`config.mk`:
```
export PLATFORM = sky130hd
export DESIGN_NAME = tagged_field_value_extractor_unit
export DESIGN_NICKNAME = d
export VERILOG_FILES = /design/src/rtl/core/tfve_pkg.sv /design/src/rtl/core/tfve_front.sv /design/src/rtl/core/tfve_queue.sv /design/src/rtl/core/tfve_back.sv /design/src/rtl/core/tagged_field_value_extractor_unit.sv
export SDC_FILE = /design/constraint.sdc
export NUM_CORES = 1
export LEC_CHECK = 0
export BUFFER_PORTS_ARGS = -buffer_cell sky130_fd_sc_hd__buf_4
export CAP_MARGIN = 10
export CELL_PAD_IN_SITES_DETAIL_PLACEMENT = 1
export CELL_PAD_IN_SITES_GLOBAL_PLACEMENT = 1
export CORE_UTILIZATION = 52
export CTS_CLUSTER_DIAMETER = 200
export DETAILED_ROUTE_END_ITERATION = 6
export PLACE_DENSITY_LB_ADDON = 0.1
export SLEW_MARGIN = 20
export SYNTH_ARGS = -nofsm -noshare
export SYNTH_HDL_FRONTEND = slang
export SYNTH_SLANG_ARGS = --single-unit
```
`constraint.sdc`:
```
create_clock -name clk_i -period 9.2 [get_ports clk_i]
set_input_delay 0.92 -clock clk_i [delete_from_list [all_inputs] [get_ports clk_i]]
set_output_delay 0.92 -clock clk_i [all_outputs]
set_load 0.02 [all_outputs]
```
`src/rtl/core/tfve_pkg.sv`:
```
`default_nettype none
package tfve_pkg;

  localparam int unsigned NAME_MAX    = 8;
  localparam int unsigned LINE_MAX    = 256;
  localparam int unsigned VALUE_MAX   = 64;
  localparam int unsigned LEN_SAT     = 127;
  localparam int unsigned QUEUE_DEPTH = 4;

  localparam int unsigned NAME_W  = 8 * NAME_MAX;
  localparam int unsigned NLEN_W  = 4;
  localparam int unsigned LEN_W   = 7;
  localparam int unsigned POS_W   = $clog2(LINE_MAX);
  localparam int unsigned MATCH_W = $clog2(NAME_MAX + 2);
  localparam int unsigned CIDX_W  = 2;
  localparam int unsigned QPTR_W  = $clog2(QUEUE_DEPTH);
  localparam int unsigned QCNT_W  = $clog2(QUEUE_DEPTH + 1);

  localparam logic [CIDX_W-1:0] CFG_NAME_CHARS  = 2'd0;
  localparam logic [CIDX_W-1:0] CFG_NAME_LENGTH = 2'd1;
  localparam logic [CIDX_W-1:0] CFG_VALUE_LIMIT = 2'd2;

  localparam logic [NAME_W-1:0] RST_NAME_CHARS  = 64'd1280065859;
  localparam logic [NLEN_W-1:0] RST_NAME_LENGTH = 4'd4;
  localparam logic [LEN_W-1:0]  RST_VALUE_LIMIT = 7'd16;

  localparam logic [7:0] CH_LT    = 8'h3C;
  localparam logic [7:0] CH_COLON = 8'h3A;
  localparam logic [7:0] CH_GT    = 8'h3E;
  localparam logic [7:0] CH_ZERO  = 8'h30;
  localparam logic [7:0] CH_NINE  = 8'h39;
  localparam logic [7:0] CH_NUL   = 8'h00;

  typedef enum logic [3:0] {
    PH_SEARCH = 4'b0001,
    PH_DIGITS = 4'b0010,
    PH_VALUE  = 4'b0100,
    PH_DONE   = 4'b1000
  } phase_e;

  typedef enum logic [2:0] {
    ST_FOUND     = 3'd0,
    ST_ABSENT    = 3'd1,
    ST_MALFORMED = 3'd2,
    ST_TOO_LONG  = 3'd3,
    ST_SHORT     = 3'd4
  } status_e;

  typedef struct packed {
    logic [NAME_W-1:0] name_chars;
    logic [NLEN_W-1:0] name_len;
    logic [LEN_W-1:0]  limit;
  } cfg_t;

  // outcome of one input byte: an optional value byte and an optional summary
  typedef struct packed {
    logic             has_value;
    logic [7:0]       value_byte;
    logic             has_summary;
    status_e          status;
    logic [LEN_W-1:0] length;
  } step_t;

  function automatic logic [7:0] to_upper(input logic [7:0] c);
    logic [7:0] r;
    r = c;
    if (c >= 8'h61 && c <= 8'h7A) begin
      r = c - 8'd32;
    end
    return r;
  endfunction

endpackage
`default_nettype wire

```
`src/rtl/core/tfve_front.sv`:
```
`default_nettype none
module tfve_front (
  input  wire logic           clk_i,
  input  wire logic           rst_ni,
  input  wire tfve_pkg::cfg_t cfg_i,
  input  wire logic           fire_i,
  input  wire logic [7:0]     line_byte_i,
  input  wire logic           end_of_line_i,
  output tfve_pkg::step_t     step_o
);
  import tfve_pkg::*;

  phase_e               phase_q, phase_d;
  logic [MATCH_W-1:0]   match_q, match_d;
  logic [LEN_W-1:0]     decl_q, decl_d;
  logic [LEN_W-1:0]     emit_q, emit_d;
  logic [POS_W-1:0]     pos_q, pos_d;
  status_e              stat_q, stat_d;

  logic [7:0]           u;
  logic [NLEN_W-1:0]    eff_n;
  logic [LEN_W-1:0]     eff_lim;
  logic [7:0]           tag_ch;
  logic [MATCH_W:0]     match_inc;
  logic [MATCH_W:0]     match_end;
  logic [10:0]          acc;
  logic [LEN_W-1:0]     emit_inc;
  logic [2:0]           sel;
  status_e              fin;

  assign u       = to_upper(line_byte_i);
  assign eff_n   = (cfg_i.name_len > NLEN_W'(NAME_MAX)) ? NLEN_W'(NAME_MAX) : cfg_i.name_len;
  assign eff_lim = (cfg_i.limit > LEN_W'(VALUE_MAX)) ? LEN_W'(VALUE_MAX) : cfg_i.limit;

  assign sel = 3'(match_q - MATCH_W'(1));

  always_comb begin
    if (match_q == '0) begin
      tag_ch = CH_LT;
    end else if (NLEN_W'(match_q) <= eff_n) begin
      tag_ch = to_upper(cfg_i.name_chars[8*sel +: 8]);
    end else begin
      tag_ch = CH_COLON;
    end
  end

  assign match_inc = {1'b0, match_q} + (MATCH_W+1)'(1);
  assign match_end = (MATCH_W+1)'(eff_n) + (MATCH_W+1)'(2);
  assign acc       = {4'b0, decl_q} * 11'd10 + {7'b0, u[3:0]};
  assign emit_inc  = emit_q + LEN_W'(1);

  always_comb begin
    phase_d = phase_q;
    match_d = match_q;
    decl_d  = decl_q;
    emit_d  = emit_q;
    pos_d   = pos_q;
    stat_d  = stat_q;
    step_o  = '0;
    step_o.status = ST_FOUND;
    fin     = ST_ABSENT;

    if (phase_q != PH_DONE) begin
      if (line_byte_i == CH_NUL || pos_q >= POS_W'(LINE_MAX - 1)) begin
        // end of content
        case (phase_q)
          PH_SEARCH: stat_d = ST_ABSENT;
          PH_DIGITS: stat_d = ST_MALFORMED;
          PH_VALUE:  stat_d = ST_SHORT;
          default:   stat_d = stat_q;
        endcase
        phase_d = PH_DONE;
      end else begin
        pos_d = pos_q + POS_W'(1);
        case (phase_q)
          PH_SEARCH: begin
            if (u == tag_ch) begin
              match_d = match_inc[MATCH_W-1:0];
              if (match_inc >= match_end) begin
                phase_d = PH_DIGITS;
                decl_d  = '0;
              end
            end else begin
              match_d = (u == CH_LT) ? MATCH_W'(1) : '0;
            end
          end
          PH_DIGITS: begin
            if (u >= CH_ZERO && u <= CH_NINE) begin
              decl_d = (acc > 11'(LEN_SAT)) ? LEN_W'(LEN_SAT) : acc[LEN_W-1:0];
            end else if (u == CH_GT) begin
              if (decl_q >= eff_lim) begin
                stat_d  = ST_TOO_LONG;
                phase_d = PH_DONE;
              end else if (decl_q == '0) begin
                stat_d  = ST_FOUND;
                phase_d = PH_DONE;
              end else begin
                emit_d  = '0;
                phase_d = PH_VALUE;
              end
            end else begin
              stat_d  = ST_MALFORMED;
              phase_d = PH_DONE;
            end
          end
          PH_VALUE: begin
            step_o.has_value  = 1'b1;
            step_o.value_byte = u;
            emit_d = emit_inc;
            if (emit_inc >= decl_q) begin
              stat_d  = ST_FOUND;
              phase_d = PH_DONE;
            end
          end
          default: ;
        endcase
      end
    end

    if (end_of_line_i) begin
      case (phase_d)
        PH_SEARCH: fin = ST_ABSENT;
        PH_DIGITS: fin = ST_MALFORMED;
        PH_VALUE:  fin = ST_SHORT;
        default:   fin = stat_d;
      endcase
      step_o.has_summary = 1'b1;
      step_o.status      = fin;
      step_o.length      = (fin == ST_FOUND || fin == ST_SHORT) ? emit_d : '0;
      phase_d = PH_SEARCH;
      match_d = '0;
      decl_d  = '0;
      emit_d  = '0;
      pos_d   = '0;
      stat_d  = ST_ABSENT;
    end
  end

  always_ff @(posedge clk_i or negedge rst_ni) begin
    if (!rst_ni) begin
      phase_q <= PH_SEARCH;
      match_q <= '0;
      decl_q  <= '0;
      emit_q  <= '0;
      pos_q   <= '0;
      stat_q  <= ST_ABSENT;
    end else if (fire_i) begin
      phase_q <= phase_d;
      match_q <= match_d;
      decl_q  <= decl_d;
      emit_q  <= emit_d;
      pos_q   <= pos_d;
      stat_q  <= stat_d;
    end
  end

endmodule
`default_nettype wire

```
`src/rtl/core/tfve_queue.sv`:
```
`default_nettype none
module tfve_queue (
  input  wire logic            clk_i,
  input  wire logic            rst_ni,
  input  wire logic            push_i,
  input  wire tfve_pkg::step_t push_data_i,
  output logic                 full_o,
  input  wire logic            pop_i,
  output tfve_pkg::step_t      head_o,
  output logic                 not_empty_o
);
  import tfve_pkg::*;

  step_t             mem_q [QUEUE_DEPTH];
  logic [QPTR_W-1:0] wr_q, wr_d;
  logic [QPTR_W-1:0] rd_q, rd_d;
  logic [QCNT_W-1:0] cnt_q, cnt_d;

  assign full_o      = (cnt_q == QCNT_W'(QUEUE_DEPTH));
  assign not_empty_o = (cnt_q != '0);
  assign head_o      = mem_q[rd_q];

  always_comb begin
    wr_d  = push_i ? wr_q + QPTR_W'(1) : wr_q;
    rd_d  = pop_i ? rd_q + QPTR_W'(1) : rd_q;
    cnt_d = cnt_q;
    if (push_i && !pop_i) begin
      cnt_d = cnt_q + QCNT_W'(1);
    end else if (!push_i && pop_i) begin
      cnt_d = cnt_q - QCNT_W'(1);
    end
  end

  always_ff @(posedge clk_i) begin
    if (push_i) begin
      mem_q[wr_q] <= push_data_i;
    end
  end

  always_ff @(posedge clk_i or negedge rst_ni) begin
    if (!rst_ni) begin
      wr_q  <= '0;
      rd_q  <= '0;
      cnt_q <= '0;
    end else begin
      wr_q  <= wr_d;
      rd_q  <= rd_d;
      cnt_q <= cnt_d;
    end
  end

endmodule
`default_nettype wire

```
`src/rtl/core/tfve_back.sv`:
```
`default_nettype none
module tfve_back (
  input  wire logic                         clk_i,
  input  wire logic                         rst_ni,
  input  wire tfve_pkg::step_t              head_i,
  input  wire logic                         not_empty_i,
  output logic                              pop_o,
  output logic                              out_valid_o,
  input  wire logic                         out_ready_i,
  output logic [7:0]                        value_byte_o,
  output logic                              is_summary_o,
  output logic [2:0]                        status_o,
  output logic [tfve_pkg::LEN_W-1:0]        value_length_o
);
  import tfve_pkg::*;

  // value part of the head entry already transferred, summary still pending
  logic val_sent_q, val_sent_d;
  logic show_value;
  logic xfer;

  assign show_value  = head_i.has_value && !val_sent_q;
  assign out_valid_o = not_empty_i;
  assign xfer        = out_valid_o && out_ready_i;

  assign value_byte_o   = show_value ? head_i.value_byte : 8'd0;
  assign is_summary_o   = !show_value;
  assign status_o       = show_value ? 3'(ST_FOUND) : 3'(head_i.status);
  assign value_length_o = show_value ? '0 : head_i.length;

  assign pop_o = xfer && (!show_value || !head_i.has_summary);

  always_comb begin
    val_sent_d = val_sent_q;
    if (pop_o) begin
      val_sent_d = 1'b0;
    end else if (xfer && show_value) begin
      val_sent_d = 1'b1;
    end
  end

  always_ff @(posedge clk_i or negedge rst_ni) begin
    if (!rst_ni) begin
      val_sent_q <= 1'b0;
    end else begin
      val_sent_q <= val_sent_d;
    end
  end

endmodule
`default_nettype wire

```
`src/rtl/core/tagged_field_value_extractor_unit.sv`:
```
`default_nettype none
// Channel   Handshake                  Payload
// in        in_valid_i / in_ready_o     line_byte_i, end_of_line_i
// out       out_valid_o / out_ready_i   value_byte_o, is_summary_o, status_o, value_length_o
// cfg       cfg_we_i                    cfg_idx_i, cfg_wdata_i
//
// One byte is accepted per cycle while the 4-entry result queue has room.
// A byte that yields both a value byte and the line summary is delivered as
// a value transfer then a summary transfer; every other byte yields at most one result.
// Each result is registered in the result queue before it is offered on out_valid_o.
// Reset clears the parser to the start of a line and loads the default
// field name, name length and value limit; no clearing pass.
module tagged_field_value_extractor_unit (
  input  wire logic                         clk_i,
  input  wire logic                         rst_ni,
  input  wire logic                         cfg_we_i,
  input  wire logic [tfve_pkg::CIDX_W-1:0]  cfg_idx_i,
  input  wire logic [tfve_pkg::NAME_W-1:0]  cfg_wdata_i,
  input  wire logic                         in_valid_i,
  output logic                              in_ready_o,
  input  wire logic [7:0]                   line_byte_i,
  input  wire logic                         end_of_line_i,
  output logic                              out_valid_o,
  input  wire logic                         out_ready_i,
  output logic [7:0]                        value_byte_o,
  output logic                              is_summary_o,
  output logic [2:0]                        status_o,
  output logic [tfve_pkg::LEN_W-1:0]        value_length_o
);
  import tfve_pkg::*;

  cfg_t  cfg_q, cfg_d;
  step_t step;
  step_t head;
  logic  in_fire;
  logic  q_full;
  logic  q_not_empty;
  logic  q_pop;

  always_comb begin
    cfg_d = cfg_q;
    if (cfg_we_i) begin
      case (cfg_idx_i)
        CFG_NAME_CHARS:  cfg_d.name_chars = cfg_wdata_i;
        CFG_NAME_LENGTH: cfg_d.name_len   = cfg_wdata_i[NLEN_W-1:0];
        CFG_VALUE_LIMIT: cfg_d.limit      = cfg_wdata_i[LEN_W-1:0];
        default: ;
      endcase
    end
  end

  always_ff @(posedge clk_i or negedge rst_ni) begin
    if (!rst_ni) begin
      cfg_q.name_chars <= RST_NAME_CHARS;
      cfg_q.name_len   <= RST_NAME_LENGTH;
      cfg_q.limit      <= RST_VALUE_LIMIT;
    end else begin
      cfg_q <= cfg_d;
    end
  end

  assign in_ready_o = !q_full;
  assign in_fire    = in_valid_i && in_ready_o;

  tfve_front u_front (
    .clk_i         (clk_i),
    .rst_ni        (rst_ni),
    .cfg_i         (cfg_q),
    .fire_i        (in_fire),
    .line_byte_i   (line_byte_i),
    .end_of_line_i (end_of_line_i),
    .step_o        (step)
  );

  tfve_queue u_queue (
    .clk_i       (clk_i),
    .rst_ni      (rst_ni),
    .push_i      (in_fire && (step.has_value || step.has_summary)),
    .push_data_i (step),
    .full_o      (q_full),
    .pop_i       (q_pop),
    .head_o      (head),
    .not_empty_o (q_not_empty)
  );

  tfve_back u_back (
    .clk_i          (clk_i),
    .rst_ni         (rst_ni),
    .head_i         (head),
    .not_empty_i    (q_not_empty),
    .pop_o          (q_pop),
    .out_valid_o    (out_valid_o),
    .out_ready_i    (out_ready_i),
    .value_byte_o   (value_byte_o),
    .is_summary_o   (is_summary_o),
    .status_o       (status_o),
    .value_length_o (value_length_o)
  );

endmodule
`default_nettype wire
```
# Word-level counts from Yosys, hierarchy flattened
# Memories as Yosys holds them, arrays and structs flattened.
# Index checks and enable logic that the tools add are counted.
# word_totals
reg_bits,116
ramBits,80
in_bits,80
out_inout_bits,21
elab_cells,166
mem_count,1
# op_classes
addsub,12
multipliers,1
magnitude_cmp,14
n_eq_ne,18
shift,1
mux,68
reduce_logical,38
# mem_list
memory,depth,word_bits,read_ports,rd_ports_with_merged_regs,wr,line,source
u_queue.mem_q,4,20,1,0,1,tfve_queue.sv:14,step_t mem_q [QUEUE_DEPTH];
# op_table
cell,n
$mux 7,17
$mux 4,16
$mux 8,8
$shiftx 64x7->8,1
$mux 3,12
$pmux 7 s2,2
$mux 9,3
$pmux 3 s3,2
$eq 8x6->1 const B,2
$ge 8x7->1 const B,2
$le 8x7->1 const B,2
$sub 8x6->8 const B,2
$ge 7x7->1,2
$pmux 4 s3,1
$add 11x4->11,1
$gt 11x7->1 const B,1
$logic_and 1x1->1,11
$mux 11,1
$mul 7x3->10 const B,1
$ne 3x2->1 const B,3
$add 8x1->8 const B,1
$eq 4x1->1 const B,2
$eq 4x2->1 const B,2
$eq 4x3->1 const B,2
other kinds (34),55

# Depth between registers and ports, before layout
# Gate-level depths: netlist of the first run.
# logic_depth
ltp_word,25
mapped_depth,18
ltp_nobuf,17

# Modules after synthesis
# From an unflattened synthesis of the first run, not the netlist that was laid out.
# hier_totals
hier_cells,853
area_unflattened_um2,11003.1
# modules_own_cells
mod,n_inst,cells_each,area_per_inst_um2,seq_area_each_um2
tfve_front,1,524,4335.4,828.3
tfve_queue,1,138,3284.4,2577.5
tagged_field_value_extractor_unit,1,163,3139.3,1893.1
tfve_back,1,28,244.0,25.0

# Worst setup path before layout of the first run
# Ideal clock, no wire load.
# synth_timing
kind,register to register
from,reg u_front.match_q[0]
to,mem u_queue.mem_q[0][1] (netlist bit) (data pin)
setup_time_ps,176
t_arrival_ps,4096
required_time_ps,9024
path_slack_ps,4928
stages_incl_launch_ff,19
n_path_buf,3
synth_period_minus_slack_ps,4272
cell_sequence,dfrtp_1 > buf_2 > inv_2 > ha_1 > buf_2 > buf_2 > mux4_2 > mux2i_1 > ha_1 > inv_1 > or2_2 > a211oi_1 > or3_1 > a22oi_2 > and4_4 > nand2b_1 > a31oi_1 > nand3_4 > nor3_2
# synth_rtl
element,line,source
"start, declared",tfve_front.sv:14,"logic [MATCH_W-1:0] match_q, match_d;"
"start signal, assigned",tfve_front.sv:149,match_q <= match_d;
"end, declared",tfve_queue.sv:14,

==> results of run 1 <==
## per-layer routing
layer,vias to the layer above,track usage [%],wire length [um]
met3,41,3.488,708
li1,3374,-,-
met2,167,49.75,14290
met4,0,8.975,589
met5,-,0,0
met1,3694,32.23,10860
## sequential cells by signal (all words and copies together) (netlist names)
| name | cells |
|---|---|
| u_front.phase_q | 4 |
| u_queue.rd_q | 2 |
| u_front.emit_q | 7 |
| cfg_q | 75 |
| u_front.decl_q | 7 |
| u_front.pos_q | 8 |
| u_front.match_q | 4 |
| u_queue.cnt_q | 3 |
| u_front.stat_q | 3 |
| u_queue.mem_q | 80 |
| u_back.val_sent_q | 1 |
| u_queue.wr_q | 2 |
## synth_stat cells, drive strengths merged (4+ instances only)
library cell	count
a211oi	5
a21boi	4
a21o	17
a21oi	26
a22o	11
a22oi	6
a31oi	7
and2	21
and3	11
buf	9
clkbuf	25
dfrtp	101
dfstp	15
edfxtp	80
ha	50
inv	38
mux2	78
mux2i	17
mux4	34
nand2	65
nand2b	9
nand3	20
nand3b	4
nand4	9
nor2	45
nor2b	14
nor3	18
o21ai	47
o22ai	9
or2	4
or3	5
xnor2	13
xor2	13
## final timing paths
kind / start / end / slack (ps) / depth (start not counted)
worst max-delay path: u_front.match_q[0] / u_queue.mem_q[0][4] / 3920 / 15
worst min-delay path: rst_ni / cfg_q[0] / 490 / 1
worst max register to register: u_front.match_q[0] / u_queue.mem_q[0][4] / 3920 / 15
worst min register to register: u_queue.cnt_q[2] / u_queue.cnt_q[2] / 490 / 1
max in group asynchronous: rst_ni / cfg_q[57] / 7370 / 2
min in group clk_i: u_queue.cnt_q[2] / u_queue.cnt_q[2] / 490 / 1
## layout make-up
cell class / instances / area [um2] / share of cell area [%]
multi-input combinational: 597 / 4982 / 40.85
sequential: 196 / 5324 / 43.65
clock buffer: 17 / 425.4 / 3.488
inverter: 38 / 142.6 / 1.170
tap: 265 / 331.6 / 2.719
timing repair buffer: 104 / 780.7 / 6.402
clock inverter: 15 / 209.0 / 1.713
## where the power goes
group	switching [mW]	internal (mW)	leakage [nW]
logic	0.427	0.391	2.62
registers	0.0846	1.05	2.17
clock network	0.386	0.398	0.304
total	0.897	1.84	5.09
## kinds of logic after synthesis
family	after synthesis	synth area share, %
simple gates	232	11.26
flops	196	50.27
mux	129	17.25
fa+ha+maj	53	6.474
compound gates	156	9.652
xor+xnor	26	2.327
other cells	1	0.03541
buf+inv	72	2.741
==> report_table.html, run 1 <==
<table>
<tr><th>Metric</th><th>Value</th></tr>
<tr><th colspan="2">Drt</th></tr>
<tr><td>DR iter-0 viols</td><td>353</td></tr>
<tr><td>Routed wire per std cell</td><td>21.47 um</td></tr>
<tr><td>Final wirelength</td><td>26.45 mm</td></tr>
<tr><td>First-pass detailed-route iteration total</td><td>5</td></tr>
<tr><td>Total via count after detailed routing</td><td>7276</td></tr>
<tr><td>Post-detailed-route count of antenna-violating nets</td><td>0</td></tr>
<tr><td>Remaining DRCs</td><td>0</td></tr>
<tr><td>Number of vias per cell after detailed routing</td><td>5.906</td></tr>
<tr><th colspan="2">Setup path</th></tr>
<tr><td>Cells along the critical path</td><td>inv_2 -&gt; ha_1 -&gt; mux4_2 -&gt; mux2i_1 -&gt; ha_1 -&gt; inv_1 -&gt; or2_2 -&gt; a211oi_1 -&gt; or3_1 -&gt; a22oi_2 -&gt; and4_4 -&gt; nand2b_1 -&gt; a31oi_1 -&gt; nand3_4 -&gt; nor3_2</td></tr>
<tr><td>Critical Path Source Type</td><td>flip-flop</td></tr>
<tr><td>Signal arrival time at the worst endpoint</td><td>5520 ps</td></tr>
<tr><td>Critical Path Max Stage Delay</td><td>1030 ps</td></tr>
<tr><td>Family with the most delay on the worst path</td><td>simple AND/OR/NAND/NOR gates</td></tr>
<tr><td>Slowest cell on the critical path</td><td>ha_1</td></tr>
<tr><td>Critical path capture point type</td><td>flip-flop</td></tr>
<tr><td>Worst endpoint required time</td><td>9440 ps</td></tr>
<tr><td>Kind of critical path</td><td>reg -&gt; reg</td></tr>
<tr><td>Buffers &amp; Inverters on Critical Path</td><td>2</td></tr>
<tr><td>Crit-path max FO</td><td>22</td></tr>
<tr><td>Most frequent CP cell</td><td>ha_1</td></tr>
<tr><th colspan="2">Power</th></tr>
<tr><td>Peak supply drop</td><td>0.1420 mV</td></tr>
<tr><td>Overall power after layout</td><td>2.734 mW</td></tr>
<tr><td>Static power due to leakage</td><td>5.088 nW</td></tr>
<tr><td>Power per standard cell area</td><td>224.2 mW/mm2</td></tr>
<tr><th colspan="2">CTS</th></tr>
<tr><td>Clock tree from TritonCTS</td><td>built</td></tr>
<tr><td>Clock latency at the later pin of the worst-skew pair</td><td>440 ps</td></tr>
<tr><td>Number of sinks handled by clock tree synthesis</td><td>196</td></tr>
<tr><td>Clock buffers created by TritonCTS</td><td>17</td></tr>
<tr><td>Post-CTS setup buffer count</td><td>0</td></tr>
<tr><td># H-tree levels</td><td>4</td></tr>
<tr><td>Clock-pin slew on the worst setup and hold paths</td><td>80 ps</td></tr>
<tr><td>Cells resized by post-CTS repair</td><td>0</td></tr>
<tr><td>CTS root buf</td><td>clkbuf_16</td></tr>
<tr><td>Longest Clk Path Bufs</td><td>2</td></tr>
<tr><td>Total of hold buffers inserted after clock tree synthesis</td><td>0</td></tr>
<tr><th colspan="2">Job</th></tr>
<tr><td>Max_cap viols</td><td>0</td></tr>
<tr><th colspan="2">Synth</th></tr>
<tr><td>Avg Cell Area, Syn</td><td>12.24 um2</td></tr>
<tr><td>Synthesis warning total</td><td>0</td></tr>
<tr><td>EDFF count, synth</td><td>80</td></tr>
<tr><td>Cell area after technology mapping</td><td>0.01059 mm2</td></tr>
<tr><td>Number of nets in the synthesized netlist</td><td>998</td></tr>
<tr><td>Post-synthesis cell type count</td><td>67</td></tr>
<tr><td>Leading post-synthesis cells by cell area</td><td>dfrtp_1, edfxtp_1, mux2_2, mux4_2, ha_1</td></tr>
<tr><td>Share of synthesized flip-flops with an asynchronous set or reset</td><td>59.18%</td></tr>
<tr><td>Most frequently used flop master after synthesis</td><td>dfrtp_1</td></tr>
<tr><td>Sequential share of the synthesized area</td><td>50.27%</td></tr>
<tr><td>Post-synth top area share</td><td>23.86%</td></tr>
<tr><td>Synth Register Bits</td><td>196</td></tr>
<tr><td>Cell count after synthesis</td><td>865</td></tr>
<tr><td>Post-synth top area cell</td><td>dfrtp_1</td></tr>
<tr><th colspan="2">Layout</th></tr>
<tr><td>Area overhead of the layout relative to synthesis</td><td>15.14%</td></tr>
<tr><td>Number of antenna diodes</td><td>0</td></tr>
<tr><td>Commonest cells after routing, fill and taps aside</td><td>buf_4, dfrtp_1, edfxtp_1</td></tr>
<tr><td># nets final</td><td>1087</td></tr>
<tr><td>Non-filler cells in the finished layout</td><td>1232</td></tr>
<tr><td>Share of cells above drive strength 1</td><td>29.16%</td></tr>
<tr><td>Commonest non-fill, non-tap cell in the layout</td><td>buf_4</td></tr>
<tr><td>Post-route cell area</td><td>0.01220 mm2</td></tr>
<tr><td>Filler Cells Inserted</td><td>1990</td></tr>
<tr><td>Fin util</td><td>61.85%</td></tr>
<tr><th colspan="2">Outcome</th></tr>
<tr><td>Run status</td><td>finished, final reports clean</td></tr>
<tr><th colspan="2">STA</th></tr>
<tr><td>Total negative slack for setup checks</td><td>0 ps</td></tr>
<tr><td>Period utilisation layout</td><td>57.37%</td></tr>
<tr><td>Min Tclk post-route</td><td>5278 ps</td></tr>
<tr><td>Final setup slack of the worst path</td><td>3922 ps</td></tr>
<tr><td>Slew @ Worst Pin</td><td>1067 ps</td></tr>
<tr><td>Smallest hold slack</td><td>490.6 ps</td></tr>
<tr><td>Maximum clock frequency</td><td>189.5 MHz</td></tr>
<tr><td>RSZ-0062 raised after global routing</td><td>no</td></tr>
<tr><td>Worst slew slack as a fraction of its limit</td><td>28.86%</td></tr>
<tr><td>Count of final max-slew check failures</td><td>0</td></tr>
<tr><td>Final worst clock skew</td><td>10.56 ps</td></tr>
<tr><td>Final setup violation count</td><td>0</td></tr>
<tr><td>Final-report hold violation count</td><td>0</td></tr>
<tr><th colspan="2">Global route</th></tr>
<tr><td>Number of antenna violations at the first check in global routing</td><td>0</td></tr>
<tr><td>Total gr overflow</td><td>0</td></tr>
<tr><td>Vias in the first global route</td><td>7921</td></tr>
<tr><td>Largest net degree at the start of global routing</td><td>71</td></tr>
<tr><td>Wire length of the first global-routing pass</td><td>42.06 mm</td></tr>
<tr><td>Global Route Usage Sum</td><td>26.92%</td></tr>
<tr><th colspan="2">Hold path</th></tr>
<tr><td>Class of the tightest hold or removal check</td><td>in -&gt; async</td></tr>
<tr><th colspan="2">Floorplanning</th></tr>
<tr><td>Chip height</td><td>144.7 um</td></tr>
<tr><td>I/O pin total</td><td>101</td></tr>
<tr><td>Placement row count</td><td>51</td></tr>
<tr><td>Die extent in x</td><td>144.7 um</td></tr>
<tr><td>Floorplan core area</td><td>0.01972 mm2</td></tr>
<tr><td>Initial core utilization</td><td>53.72%</td></tr>
<tr><td>Overall die area</td><td>0.02094 mm2</td></tr>
<tr><th colspan="2">Placement</th></tr>
<tr><td>PortBufs</td><td>100</td></tr>
<tr><td>Total half-perimeter wirelength after legalization and detailed placement</td><td>19.71 mm</td></tr>
<tr><td>Placed Cells incl. Taps</td><td>1200</td></tr>
<tr><td>Dpl cell area</td><td>0.01156 mm2</td></tr>
<tr><td>Final GP Congestion</td><td>0.8679</td></tr>
<tr><td>Dpl ws</td><td>3945 ps</td></tr>
</table>
Note: power is estimated with default switching activity, not from simulation.
==> inputs of run 2 (changes only) <==
Settings changed: ABC_AREA from default to 1, CORE_UTILIZATION 52 to 41.
Clock period 9.2 ns to 4.84 ns, I/O delays scaled along.
==> run 2 against run 1 <==
Highest routed layer unchanged. Setup slack got worse by 2900 ps. Via count rose by 22%. Sequential share of layout area fell by 1.2 points. Final area rose by 2.7%. Area after synthesis rose by 1.7%. Sequential power rose by 87%. Fmax rose by 37%. Clock-buffer cell count did not move. Non-clock buffer count rose by 13.
==> report_table.html, run 2 <==
<table>
<tr><th>Metric</th><th>Value</th></tr>
<tr><th colspan="2">Layout</th></tr>
<tr><td>Fin util</td><td>49.19% (-13 points)</td></tr>
<tr><td>Filler Cells Inserted</td><td>3041 (+53%)</td></tr>
<tr><td>Sequential cell area in the final layout</td><td>0.005324 mm2 (unchanged)</td></tr>
<tr><td>Largest reg by FF count</td><td>u_queue.mem_q</td></tr>
<tr><td>Share of cells above drive strength 1</td><td>16.69% (-12 points)</td></tr>
<tr><td>Multi-input logic area</td><td>0.004612 mm2 (-7.4%)</td></tr>
<tr><td>Commonest non-fill, non-tap cell in the layout</td><td>nand2_1</td></tr>
<tr><td>Area overhead of the layout relative to synthesis</td><td>16.27%</td></tr>
<tr><td>Max FFs per register</td><td>80 (unchanged)</td></tr>
<tr><td>Registers with the most flip-flops</td><td>u_queue.mem_q: 80 flops, cfg_q: 75 flops, u_front.pos_q: 8 flops</td></tr>
<tr><td># nets final</td><td>1480 (+36%)</td></tr>
<tr><td>Commonest cells after routing, fill and taps aside</td><td>nand2_1, nor2_1, inv_1</td></tr>
<tr><td>Number of antenna diodes</td><td>0 (unchanged)</td></tr>
<tr><th colspan="2">CTS</th></tr>
<tr><td>Clock tree from TritonCTS</td><td>built</td></tr>
<tr><td>CTS root buf</td><td>clkbuf_16</td></tr>
<tr><td># H-tree levels</td><td>4 (unchanged)</td></tr>
<tr><td>Clock buffers created by TritonCTS</td><td>17 (unchanged)</td></tr>
<tr><td>Clock latency at the later pin of the worst-skew pair</td><td>450 ps (about the same)</td></tr>
<tr><td>Number of sinks handled by clock tree synthesis</td><td>196 (unchanged)</td></tr>
<tr><td>Clock-pin slew on the worst setup and hold paths</td><td>100 ps (+20 ps)</td></tr>
<tr><td>Post-CTS setup buffer count</td><td>0 (unchanged)</td></tr>
<tr><td>Longest Clk Path Bufs</td><td>2 (unchanged)</td></tr>
<tr><th colspan="2">Synth</th></tr>
<tr><td>Cell area after technology mapping</td><td>0.01078 mm2 (+1.7%)</td></tr>
<tr><td>Cell count after synthesis</td><td>1252 (+45%)</td></tr>
<tr><td>Number of nets in the synthesized netlist</td><td>1385 (+39%)</td></tr>
<tr><td>EDFF count, synth</td><td>80 (unchanged)</td></tr>
<tr><td>Sequential share of the synthesized area</td><td>49.40% (-0.86 points)</td></tr>
<tr><td>Share of synthesized flip-flops with an asynchronous set or reset</td><td>59.18% (unchanged)</td></tr>
<tr><td>Synth top cells by count</td><td>nand2_1, nor2_1, inv_1</td></tr>
<tr><td>Avg Cell Area, Syn</td><td>8.607 um2 (-30%)</td></tr>
<tr><td>Synth Register Bits</td><td>196 (unchanged)</td></tr>
<tr><td>Most frequently used flop master after synthesis</td><td>dfrtp_1</td></tr>
<tr><td>Post-synth top area cell</td><td>dfrtp_1</td></tr>
<tr><td>Synthesis warning total</td><td>0 (unchanged)</td></tr>
<tr><td>Leading post-synthesis cells by cell area</td><td>dfrtp_1, edfxtp_1, nand2_1, nor2_1, inv_1</td></tr>
<tr><td>Post-synth top area share</td><td>23.45% (-0.41 points)</td></tr>
<tr><td>Most frequent cell after synthesis</td><td>nand2_1</td></tr>
<tr><td>Post-synthesis cell type count</td><td>61 (-9.0%)</td></tr>
<tr><th colspan="2">Setup path</th></tr>
<tr><td>Setup slack of the worst register-to-register path</td><td>990 ps (-2930 ps)</td></tr>
<tr><td>Critical path capture point type</td><td>flip-flop</td></tr>
<tr><td>Logic depth of the worst register-to-register path</td><td>22 (+7)</td></tr>
<tr><td>Critical Path Source Type</td><td>flip-flop</td></tr>
<tr><td>Endpoint of the worst register-to-register path</td><td>u_queue.mem_q[3][4]</td></tr>
<tr><td>Signal arrival time at the worst endpoint</td><td>4130 ps (-1390 ps)</td></tr>
<tr><td>Crit-path max FO</td><td>7 (-68%)</td></tr>
<tr><td>Worst endpoint required time</td><td>5120 ps (-4320 ps)</td></tr>
<tr><td>Beginning of the worst register-to-register path</td><td>u_front.emit_q[0]</td></tr>
<tr><td>Kind of critical path</td><td>reg -&gt; reg</td></tr>
<tr><th colspan="2">STA</th></tr>
<tr><td>Final setup violation count</td><td>0 (unchanged)</td></tr>
<tr><td>Final worst clock skew</td><td>17.78 ps (+7.221 ps)</td></tr>
<tr><td>Count of final max-slew check failures</td><td>0 (unchanged)</td></tr>
<tr><td>Total negative slack for setup checks</td><td>0 ps (unchanged)</td></tr>
<tr><td>Min Tclk post-route</td><td>3851 ps (-1427 ps)</td></tr>
<tr><td>Final-report hold violation count</td><td>0 (unchanged)</td></tr>
<tr><td>Maximum clock frequency</td><td>259.7 MHz (+37%)</td></tr>
<tr><td>Worst slew slack as a fraction of its limit</td><td>50.89% (+22 points)</td></tr>
<tr><td>Final setup slack of the worst path</td><td>988.7 ps (-2933 ps)</td></tr>
<tr><td>Period utilisation layout</td><td>79.57% (+22 points)</td></tr>
<tr><td>RSZ-0062 raised after global routing</td><td>no</td></tr>
<tr><td>Slew @ Worst Pin</td><td>731.0 ps (-336.0 ps)</td></tr>
<tr><th colspan="2">Drt</th></tr>
<tr><td>Total via count after detailed routing</td><td>8847 (+22%)</td></tr>
<tr><td>Number of vias per cell after detailed routing</td><td>5.235 (-11%)</td></tr>
<tr><td>Remaining DRCs</td><td>0 (unchanged)</td></tr>
<tr><td>DR iter-0 viols</td><td>371 (+5.1%)</td></tr>
<tr><td>First-pass detailed-route iteration total</td><td>5 (unchanged)</td></tr>
<tr><td>Post-detailed-route count of antenna-violating nets</td><td>0 (unchanged)</td></tr>
<tr><td>Final wirelength</td><td>29.83 mm (+13%)</td></tr>
<tr><td>Routed wire per std cell</td><td>17.65 um (-18%)</td></tr>
<tr><th colspan="2">Floorplanning</th></tr>
<tr><td>Die extent in x</td><td>164.1 um (+13%)</td></tr>
<tr><td>Initial core utilization</td><td>42.31% (-11 points)</td></tr>
<tr><td>Chip height</td><td>164.1 um (+13%)</td></tr>
<tr><td>Floorplan core area</td><td>0.02547 mm2 (+29%)</td></tr>
<tr><td>Overall die area</td><td>0.02694 mm2 (+29%)</td></tr>
<tr><td>I/O pin total</td><td>101 (unchanged)</td></tr>
<tr><td>Placement row count</td><td>58 (+14%)</td></tr>
<tr><th colspan="2">Placement</th></tr>
<tr><td>Total half-perimeter wirelength after legalization and detailed placement</td><td>21.76 mm (+10%)</td></tr>
<tr><td>Dpl ws</td><td>1012 ps (-2933 ps)</td></tr>
<tr><td>PortBufs</td><td>100 (unchanged)</td></tr>
<tr><td>Final GP Congestion</td><td>0.8290 (-4.5%)</td></tr>
<tr><th colspan="2">Global route</th></tr>
<tr><td>Largest net degree at the start of global routing</td><td>70 (-1.4%)</td></tr>
<tr><td>Vias in the first global route</td><td>9275 (+17%)</td></tr>
<tr><td>Met3 global-route usage</td><td>2.929% (-0.56 points)</td></tr>
<tr><td>Global Route Usage Sum</td><td>23.53% (-3.4 points)</td></tr>
<tr><td>Met2 track demand over resource</td><td>39.41% (-10 points)</td></tr>
<tr><td>Met1 track demand over resource</td><td>32.05% (-0.18 points)</td></tr>
<tr><td>GRT busiest layer</td><td>met2</td></tr>
<tr><td>Number of antenna violations at the first check in global routing</td><td>0 (unchanged)</td></tr>
<tr><td>Wire length of the first global-routing pass</td><td>48.82 mm (+16%)</td></tr>
<tr><td>Total gr overflow</td><td>0 (unchanged)</td></tr>
<tr><th colspan="2">Hold path</th></tr>
<tr><td>Class of the tightest hold or removal check</td><td>in -&gt; reg</td></tr>
<tr><td>Hold EP</td><td>cfg_q[30]</td></tr>
<tr><td>Worst hold path cell count</td><td>3</td></tr>
<tr><td>Launch instance of the worst min-delay path</td><td>cfg_wdata_i[19]</td></tr>
<tr><th colspan="2">Power</th></tr>
<tr><td>Power per standard cell area</td><td>433.9 mW/mm2 (+94%)</td></tr>
<tr><td>Peak supply drop</td><td>0.2428 mV (+71%)</td></tr>
<tr><td>Static power due to leakage</td><td>5.836 nW (+15%)</td></tr>
<tr><th colspan="2">Job</th></tr>
<tr><td>Max_cap viols</td><td>0 (unchanged)</td></tr>
<tr><th colspan="2">Outcome</th></tr>
<tr><td>Run status</td><td>finished, final reports clean</td></tr>
</table>
[run 2: cell types whose count changed after synthesis, sizes merged, moves of 14 or more]
cell	previous run	this run
nand3	20	73
o21ai	47	104
mux2	78	17
mux4	34	0
mux2i	17	0
and2	21	1
nor2b	14	0
inv	38	173
a21oi	26	78
a21o	17	1
nand2	65	211
nor2	45	200
[run 2: repair_timing]
item                                   in CTS  in global routing
endpoints found under the hold margin       6                  0
hold buffers                                1                  0
setup endpoints to repair                   0                  0
resized for setup                           0                  0
[run 2: cell families (layout without fill, tap and decap cells)]
group,Yosys count,after routing,share of synthesized area (%)
DFF,196,196,49.40
adders and majority gates,53,53,6.362
other,1,1,0.03480
AOI/OAI and AO/OA,228,228,11.89
buffers and inverters,216,324,7.918
muxes,17,17,1.776
and+or+nand+nor,523,523,20.91
xor gates and xnor gates,18,18,1.707
[run 2: worst max-delay path by stage]
stage,start,to,slack (ps)
after floorplan,u_front.match_q[0],u_queue.mem_q[0][0],1560
after global placement,line_byte_i[1],u_queue.cnt_q[2],1000
after detailed placement,u_front.emit_q[0],u_queue.mem_q[2][6],1010
after CTS,u_front.emit_q[0],u_queue.mem_q[0][4],970
after global routing,u_front.match_q[0],u_front.decl_q[2],660
final,u_front.emit_q[0],u_queue.mem_q[3][4],990
[run 2: power breakdown]
part / total (mW) / switching [mW] / internal [mW]
registers: 2.11 / 0.133 / 1.97
clock network: 1.54 / 0.808 / 0.735
logic: 1.79 / 1.16 / 0.622
[run 2: routing by layer]
metal  share of wire, %  up-vias  routed length [um]
met2                 48      137               14210
met3                2.9       36                 870
met4                1.6        0                 467
met1                 48     4354               14280
li1                   -     4320                   -
met5                  0        -                   0
[run 2: layout make-up]
cell class	instances	share of cell area, %
Inverter	175	5.263
Clock buffer	17	3.395
Sequential cell	196	42.49
Timing Repair Buffer	117	7.030
Tap cell	330	3.295
Clock inverter	15	1.718
Multi-Input combinational cell	840	36.81
[run 2: through the flow]
stage          cells  hold slack (ps)  power [mW]  area (um2)
3_5_place_dp    1657            470.4       3.933       11880
6_report        1690            272.3       5.437       12530
4_1_cts         1690            252.7       5.495       12530
2_1_floorplan   1252            188.4       3.266       10780
5_1_grt         1690            253.7       5.763       12530
3_3_place_gp    1657            461.3       3.867       11880
[run 2: critical path, stage by stage (launching register included)]
cell and delay (ps):
dfrtp_1 520, ha_1 240, nand3_1 140, nor2_1 120
nand2_1 70, xor2_1 190, inv_1 100, ha_1 320
nand2_1 100, inv_1 50, nand4_1 80, o2111ai_1 220
nor2_1 270, nor2_1 80, nand2_1 80, nand3_1 150
nor2_1 250, nand3_4 130, nand3_1 100, nand2_1 60
inv_2 80, nand2_4 110, nor2_2 210
